<file path="config.mk">
export PLATFORM = sky130hd
export DESIGN_NAME = erm_cordic_cell
export DESIGN_NICKNAME = d
export VERILOG_FILES = /design/src/erm_pkg.sv /design/src/erm_cordic_cell.sv
export SDC_FILE = /design/constraint.sdc
export NUM_CORES = 2
export LEC_CHECK = 0
export BUFFER_PORTS_ARGS = -buffer_cell sky130_fd_sc_hd__clkbuf_2
export CORE_AREA = 5 5 304 306
export CTS_CLUSTER_DIAMETER = 30
export CTS_CLUSTER_SIZE = 24
export DETAILED_ROUTE_END_ITERATION = 8
export DIE_AREA = 0 0 309 311
export PLACE_DENSITY = 0.61
export SLEW_MARGIN = 20
export SYNTH_ARGS = -nofsm -noshare
export SYNTH_HDL_FRONTEND = slang
export SYNTH_SLANG_ARGS = --single-unit
</file>
<file path="constraint.sdc">
create_clock -name clk -period 1.25 [get_ports clk]
set_clock_uncertainty 0.1 [all_clocks]
set_input_delay 0.1875 -clock clk [delete_from_list [all_inputs] [get_ports clk]]
set_output_delay 0.1875 -clock clk [all_outputs]
set_load 0.1 [all_outputs]
</file>
<file path="src/erm_pkg.sv">
// ----------------------------------------------------------------------------
// erm_pkg: shared types, constants and rounding helpers
// Widths, the arctangent table and the fixed-point round/saturate functions
// used by the cordic cells and the matrix unit.
// ----------------------------------------------------------------------------
package erm_pkg;

    // configuration of the datapath
    localparam int ANGLE_BITS    = 16;
    localparam int FRACTION_BITS = 14;
    localparam int CORDIC_STAGES = 16;

    // field widths
    localparam int IN_W  = 16;
    localparam int OUT_W = 16;

    // cordic working format: 30 fraction bits, head room for gain overshoot
    localparam int WORK_FRAC = 30;
    localparam int XY_W      = WORK_FRAC + 3;
    localparam int NUM_CELLS = (CORDIC_STAGES < 32) ? CORDIC_STAGES : 32;
    localparam int STAGE_W   = 5;
    localparam int NUM_AXES  = 3;

    // product and sum widths of the matrix arithmetic
    localparam int PROD_W = 2 * OUT_W;
    localparam int SUM_W  = PROD_W + 1;

    // pipeline depth from accepted transaction to result strobe
    localparam int LATENCY = NUM_CELLS + 3;

    // starting x: cordic gain compensation at 30 fraction bits
    localparam logic signed [XY_W-1:0] X_INIT = XY_W'(652032874);

    // rounding of the cordic outputs down to the result fraction
    localparam int TRIG_SHIFT = WORK_FRAC - FRACTION_BITS;
    localparam logic signed [XY_W-1:0] TRIG_HALF =
        (TRIG_SHIFT > 0) ? XY_W'(64'sd1 <<< (TRIG_SHIFT - 1)) : '0;
    localparam logic signed [XY_W-1:0] ONE_XY = XY_W'(64'sd1 <<< FRACTION_BITS);

    // rounding of products back to the result fraction
    localparam logic signed [SUM_W-1:0] PROD_HALF = SUM_W'(64'sd1 <<< (FRACTION_BITS - 1));
    localparam logic signed [SUM_W-1:0] ONE_SUM   = SUM_W'(64'sd1 <<< FRACTION_BITS);
    localparam logic signed [OUT_W-1:0] ONE_OUT   = OUT_W'(64'sd1 <<< FRACTION_BITS);

    // arctangent table, full turn = 2^32, rounded down
    localparam logic [31:0] ATAN_TAB [0:31] = '{
        32'd536870912, 32'd316933406, 32'd167458907, 32'd85004756,
        32'd42667331,  32'd21354465,  32'd10680862,  32'd5340245,
        32'd2670163,   32'd1335087,   32'd667544,    32'd333772,
        32'd166886,    32'd83443,     32'd41721,     32'd20860,
        32'd10430,     32'd5215,      32'd2607,      32'd1303,
        32'd651,       32'd325,       32'd162,       32'd81,
        32'd40,        32'd20,        32'd10,        32'd5,
        32'd2,         32'd1,         32'd0,         32'd0
    };

    // rotator state for one angle
    typedef struct packed {
        logic signed [XY_W-1:0] x;
        logic signed [XY_W-1:0] y;
        logic signed [XY_W-1:0] z;
        logic [1:0]             quad;
    } erm_rot_t;

    // what one cell hands to the next
    typedef struct packed {
        logic                        valid;
        erm_rot_t [NUM_AXES-1:0]     rot;
    } erm_cell_t;

    // the nine matrix elements
    typedef struct packed {
        logic signed [OUT_W-1:0] m00;
        logic signed [OUT_W-1:0] m01;
        logic signed [OUT_W-1:0] m02;
        logic signed [OUT_W-1:0] m10;
        logic signed [OUT_W-1:0] m11;
        logic signed [OUT_W-1:0] m12;
        logic signed [OUT_W-1:0] m20;
        logic signed [OUT_W-1:0] m21;
        logic signed [OUT_W-1:0] m22;
    } erm_mat_t;

    // round a cordic output to the result fraction and saturate to +-1.0
    function automatic logic signed [OUT_W-1:0] round_trig(input logic signed [XY_W-1:0] v);
        logic signed [XY_W-1:0] t;
        t = (v + TRIG_HALF) >>> TRIG_SHIFT;
        if (t > ONE_XY)
            round_trig = ONE_OUT;
        else if (t < -ONE_XY)
            round_trig = -ONE_OUT;
        else
            round_trig = OUT_W'(t);
    endfunction

    // round a product sum to the result fraction and saturate to +-1.0
    function automatic logic signed [OUT_W-1:0] round_prod(input logic signed [SUM_W-1:0] v);
        logic signed [SUM_W-1:0] t;
        t = (v + PROD_HALF) >>> FRACTION_BITS;
        if (t > ONE_SUM)
            round_prod = ONE_OUT;
        else if (t < -ONE_SUM)
            round_prod = -ONE_OUT;
        else
            round_prod = OUT_W'(t);
    endfunction

    // full-width signed product, extended to the sum width
    function automatic logic signed [SUM_W-1:0] mul(input logic signed [OUT_W-1:0] a,
                                                    input logic signed [OUT_W-1:0] b);
        logic signed [PROD_W-1:0] p;
        p = PROD_W'(a) * PROD_W'(b);
        mul = SUM_W'(p);
    endfunction

endpackage

</file>
<file path="src/erm_cordic_cell.sv">
// ----------------------------------------------------------------------------
// erm_cordic_cell: one rotation step for all three angles
// Applies one cordic micro-rotation to each rotator and registers the result
// for the next cell in the row.
// ----------------------------------------------------------------------------
module erm_cordic_cell
    import erm_pkg::*;
(
    input  logic                 clk,
    input  logic                 rst_n,
    input  logic [STAGE_W-1:0]   stage,
    input  erm_cell_t            cell_in,
    output erm_cell_t            cell_out
);

    logic                        valid_reg;
    erm_rot_t [NUM_AXES-1:0]     rot_reg;
    erm_rot_t [NUM_AXES-1:0]     rot_next;
    logic signed [XY_W-1:0]      atan_val;

    assign atan_val = XY_W'(ATAN_TAB[stage]);

    // micro-rotation, direction from the sign of the remaining angle
    always_comb
    begin
        for (int k = 0; k < NUM_AXES; k++)
        begin
            rot_next[k].quad = cell_in.rot[k].quad;
            if (!cell_in.rot[k].z[XY_W-1])
            begin
                rot_next[k].x = cell_in.rot[k].x - (cell_in.rot[k].y >>> stage);
                rot_next[k].y = cell_in.rot[k].y + (cell_in.rot[k].x >>> stage);
                rot_next[k].z = cell_in.rot[k].z - atan_val;
            end
            else
            begin
                rot_next[k].x = cell_in.rot[k].x + (cell_in.rot[k].y >>> stage);
                rot_next[k].y = cell_in.rot[k].y - (cell_in.rot[k].x >>> stage);
                rot_next[k].z = cell_in.rot[k].z + atan_val;
            end
        end
    end

    // valid travels with the data
    always_ff @(posedge clk or negedge rst_n)
    begin
        if (!rst_n)
            valid_reg <= 1'b0;
        else
            valid_reg <= cell_in.valid;
    end

    // rotator payload
    always_ff @(posedge clk)
    begin
        rot_reg <= rot_next;
    end

    assign cell_out.valid = valid_reg;
    assign cell_out.rot   = rot_reg;

endmodule

</file>
## Yosys cells after proc, flatten, opt, wreduce, memory -nomap -nowiden

Memory sizes are Yosys's and may differ from the RTL's.
Cells that the tools add are included.

| cells by class | value |
|---|---|
| shifts and indexed selects | 6 |
| magnitude comparators | 1 |
| muxes and demuxes | 5 |
| add/subtract/negate cells | 18 |
| bitwise operators | 1 |

Operators with widths:

| operator | number |
|---|---|
| adder 33 bit | 9 |
| two-way mux 99 bit | 3 |
| subtractor 33 bit | 9 |
| >>> shifter 33 x 5 -> 33 bit | 6 |
| two-way mux 32 bit | 2 |
| >= comparator 6 bit (second input constant) | 1 |
| inverter 5 -> 6 bit | 1 |

| storage, ports and cells | value |
|---|---|
| logic and storage cells | 45 |
| memories kept | 1 |
| flip-flop bits (word level) | 304 |
| ROM bits | 1024 |

Memory list:

| memory | depth | width | read ports | clocked after memory_dff | wr ports | line | text |
|---|---|---|---|---|---|---|---|
| (no name shown) | 32 | 32 | 1 | 0 | 0 | erm_cordic_cell.sv:21 | `assign atan_val = XY_W'(ATAN_TAB[stage]);` |

## Logic depth before layout (Yosys ltp)

| depth | value |
|---|---|
| depth after elaboration | 6 |
| gate-level depth with buffers | 30 |
| mapped depth without buffers | 25 |

## Worst setup path after synthesis

OpenSTA, ideal clock, no wires.

| timing path | value |
|---|---|
| path kind | input-to-reg |
| from | in stage[1] |
| to | reg rot_reg, in the netlist cell_out[34] |
| data required time | 1.072 ns |
| cell stages on the path | 28 |
| data arrival time | 6.320 ns |
| setup slack | -5.248 ns |
| path through | buf_2 -> inv_2 -> buf_2 -> buf_2 -> buf_2 -> buf_2 -> buf_2 -> ha_1 -> clkbuf_1 -> a211oi_1 -> o31ai_1 -> inv_1 -> ha_1 -> nor3b_1 -> and2_1 -> and3_1 -> nor2_1 -> xor2_1 -> ha_1 -> and3_1 -> and3_1 -> a211oi_1 -> nor4b_1 -> a2111oi_0 -> nand3b_1 -> a311o_1 -> and4_1 -> nor3_1 |

RTL lines:

| item | line | text |
|---|---|---|
| from (decl) | erm_cordic_cell.sv:11 | `input logic [STAGE_W-1:0] stage,` |
| to (signal assigned) | erm_cordic_cell.sv:56 | `rot_reg <= rot_next;` |
| to (decl) | erm_cordic_cell.sv:17 | `erm_rot_t [NUM_AXES-1:0] rot_reg;` |

==> impl_metrics.toml <==
[timing]
rsz0062_at_grt = "true"
fin_crit_sh_pct = 385.7
hold_viol = 76
slew_headroom_pct = 29.17
finalWorstSetupSlack_ns = -3.572
slew_violations = 0
fin_hold_ws_ns = -0.3507
tightest_slew_ns = 1.056
post-route-min-period_ns = 4.822
setup_viol = 601
max_freq_mhz = 207.4

[worst_hold_path]
min_path_cells = 2
worstHoldPathType = "in -> reg"
min-delay-start = "cell_in[103]"
holdPathEnd = "cell_out[103]"

[routing]
drt_iter0_markers = 5259
drt-vias-per-instance = 5.957
drt-total-wl_um = 198600
first_pass_iters = 7
via_count = 50040
avgRoutedWirePerCell_um = 23.64
ant_nets = 0
route.detailed.drc = 0

[logic_synthesis]
synth_edf_count = 0
yosysWarnings = 0
syn_nets = 5157
synth_cells = 4532
ys.flop_type = "dfxtp_1"
syn_area_sq_um = 38890
postSynthAreaPerCell_sq_um = 8.581
yosysUniqueCellTypes = 110
synthArstFlopShare_pct = 0.3289
yosysSeqAreaShare_pct = 15.66
synth_seq_cells = 304

[global_routing]
grt.overflow.total = 0
grt_antenna_before_repair = 19
first_global_vias = 48810
grt_usage_pct = 36.80
grt_pass1_wl_um = 280900
grt_max_degree = 58

[layout]
num-nets-final = 7773
final_common_cell = "buf_4"
fillers = 5552
seq_area_sq_um = 6091
synthToLayoutAreaGrowth_pct = 83.54
fin_area_sq_um = 71370
instances_no_fill = 8401
layout_common_cells = "1995 x buf_4, 351 x buf_12, 334 x nand2_1, 329 x nor2_1, 303 x dfxtp_1"
layout-drive-gt1-share_pct = 55.20
multi_input_area_sq_um = 35200
largest_reg_flops = 303

[power_and_ir_drop]
p_leak_uw = 0.03325
fin_total_pwr_uw = 130600
p_per_area_nw_per_um2 = 1830
ir_drop_v = 0.002885

[floorplan]
ios = 615
placementRows = 110
dieHeight_um = 311
chipWidth_um = 309
initial_utilization_pct = 43.54
core-area_sq_um = 89320
dieArea_sq_um = 96100

[clocking]
clockRootBuffer = "clkbuf_16"
cts_tree = "yes"
cts_hold_buf = 10
cts.sinks = 304
cts_htree_levels = 3
numCtsBuffers = 78
path_clk_slew_ns = 0.04
clockBufferDepth = 3

[run]
cap_viol_max_count = 0

[setup_path]
cp.arrival_ns = 5.27
critPathKind = "in -> reg"
required_ns = 1.70
cp-start-kind = "input pin"
cp-end-kind = "flip-flop"
path_max_fanout = 8

[placed_design]
place_area_sq_um = 63150
gp_congestion = 1.064
hpwl_um = 149300
numPortBuffers = 614
dp_cells = 8030

[run_status]
violations = "negative hold slack, negative setup slack"
outcome = "finished, violations left"
worst max-delay path, stage by stage:
cell	delay [ns]
buf_16	0.13
buf_16	0.11
buf_12	0.11
buf_16	0.14
buf_12	0.13
mux4_2	0.55
buf_6	0.15
mux2i_4	0.22
a32oi_2	0.13
a22oi_2	0.18
buf_4	0.15
and4_4	0.24
buf_6	0.10
a21oi_1	0.06
xor2_1	0.14
ha_1	0.34
and4_1	0.18
nor3b_2	0.15
nand4b_1	0.20
a21oi_2	0.21
o21ai_2	0.12
a31o_2	0.25
a31o_4	0.23
o41a_1	0.45
a31oi_2	0.22
xnor2_1	0.15
layout make-up:
| type | instances | share of cell area [%] |
|---|---|---|
| inverters | 140 | 0.7626 |
| clock inverters | 42 | 0.8555 |
| repair buffers | 2772 | 35.39 |
| clock buffers | 97 | 3.017 |
| well taps | 1176 | 2.062 |
| flip-flops and latches | 304 | 8.534 |
| multi-input cells | 3852 | 49.32 |
| diodes | 18 | 0.06311 |
what timing repair did:
item	CTS	global route
gates cloned	7	7
endpoints found under the setup margin	601	601
endpoints found under the hold margin	118	75
buffers inserted	50	165
pin swaps	79	357
gates resized for setup	167	568
per-layer routing:
metal  global-route usage [%]  vias up  share of wire, %
li1                         -    22340                 -
met1                    46.18    23890                38
met2                    61.12     3012                47
met3                    6.139      799               9.2
met4                    18.36        0               6.4
met5                        0        -                 0
power by group:
group          internal, uW  switching, uW
Clock                 14100           7080
Sequential            13900           3650
Combinational         38100          53700
cell usage after synthesis, types with 77 or more instances:
library cell  instances  share of area [%]
a21oi_1             353                4.5
nor3_1               77               0.99
inv_1               137                1.3
mux2i_1             200                5.1
nand3_1              81                1.0
a21o_1              133                2.6
xor2_1              140                3.2
nor2_1              392                3.8
mux4_2              241                 14
o21ai_0             242                3.1
nand2_1             361                3.5
buf_2                83                1.1
xnor2_1             293                6.6
clkbuf_1             80               0.77
mux2_2              111                3.2
ha_1                305                9.8
dfxtp_1             303                 16
through the flow:
stage	utilization (%)	setup TNS, ns	hold slack, ns	worst slack [ns]
floorplan	-	-870.90	-0.2081	-3.986
global placement	70.70	-963.43	-0.1377	-4.233
detailed placement	70.70	-981.55	-0.1356	-4.404
CTS	75.37	-819.18	-0.3697	-3.413
global route	79.90	-878.37	-0.3321	-3.650
finish	79.90	-837.55	-0.3507	-3.572
worst max path at each step:
| stage | cells past startpoint | startpoint | to | slack (ns) |
|---|---|---|---|---|
| 2_1_floorplan | 26 | stage[0] | cell_out[168] | -3.99 |
| 3_3_place_gp | 21 | stage[0] | cell_out[99] | -4.23 |
| 3_5_place_dp | 21 | stage[0] | cell_out[65] | -4.40 |
| 4_1_cts | 24 | stage[0] | cell_out[168] | -3.41 |
| 5_1_grt | 26 | stage[0] | cell_out[201] | -3.65 |
| 6_report | 26 | stage[0] | cell_out[201] | -3.57 |
logic make-up (layout without fill, tap and decap cells):
kind of cell | Yosys count | count (layout) | share of synthesized area (%)
adders and majority gates | 314 | 314 | 10.28
xor gates and xnor gates | 435 | 435 | 9.852
and+or+nand+nor | 1261 | 1261 | 15.57
AOI/OAI and AO/OA | 1290 | 1290 | 21.69
buffers and inverters | 376 | 3051 | 4.624
other | 0 | 18 | 0
DFF | 304 | 304 | 15.66
muxes | 552 | 552 | 22.32
Power figures use the tool's default switching activity.
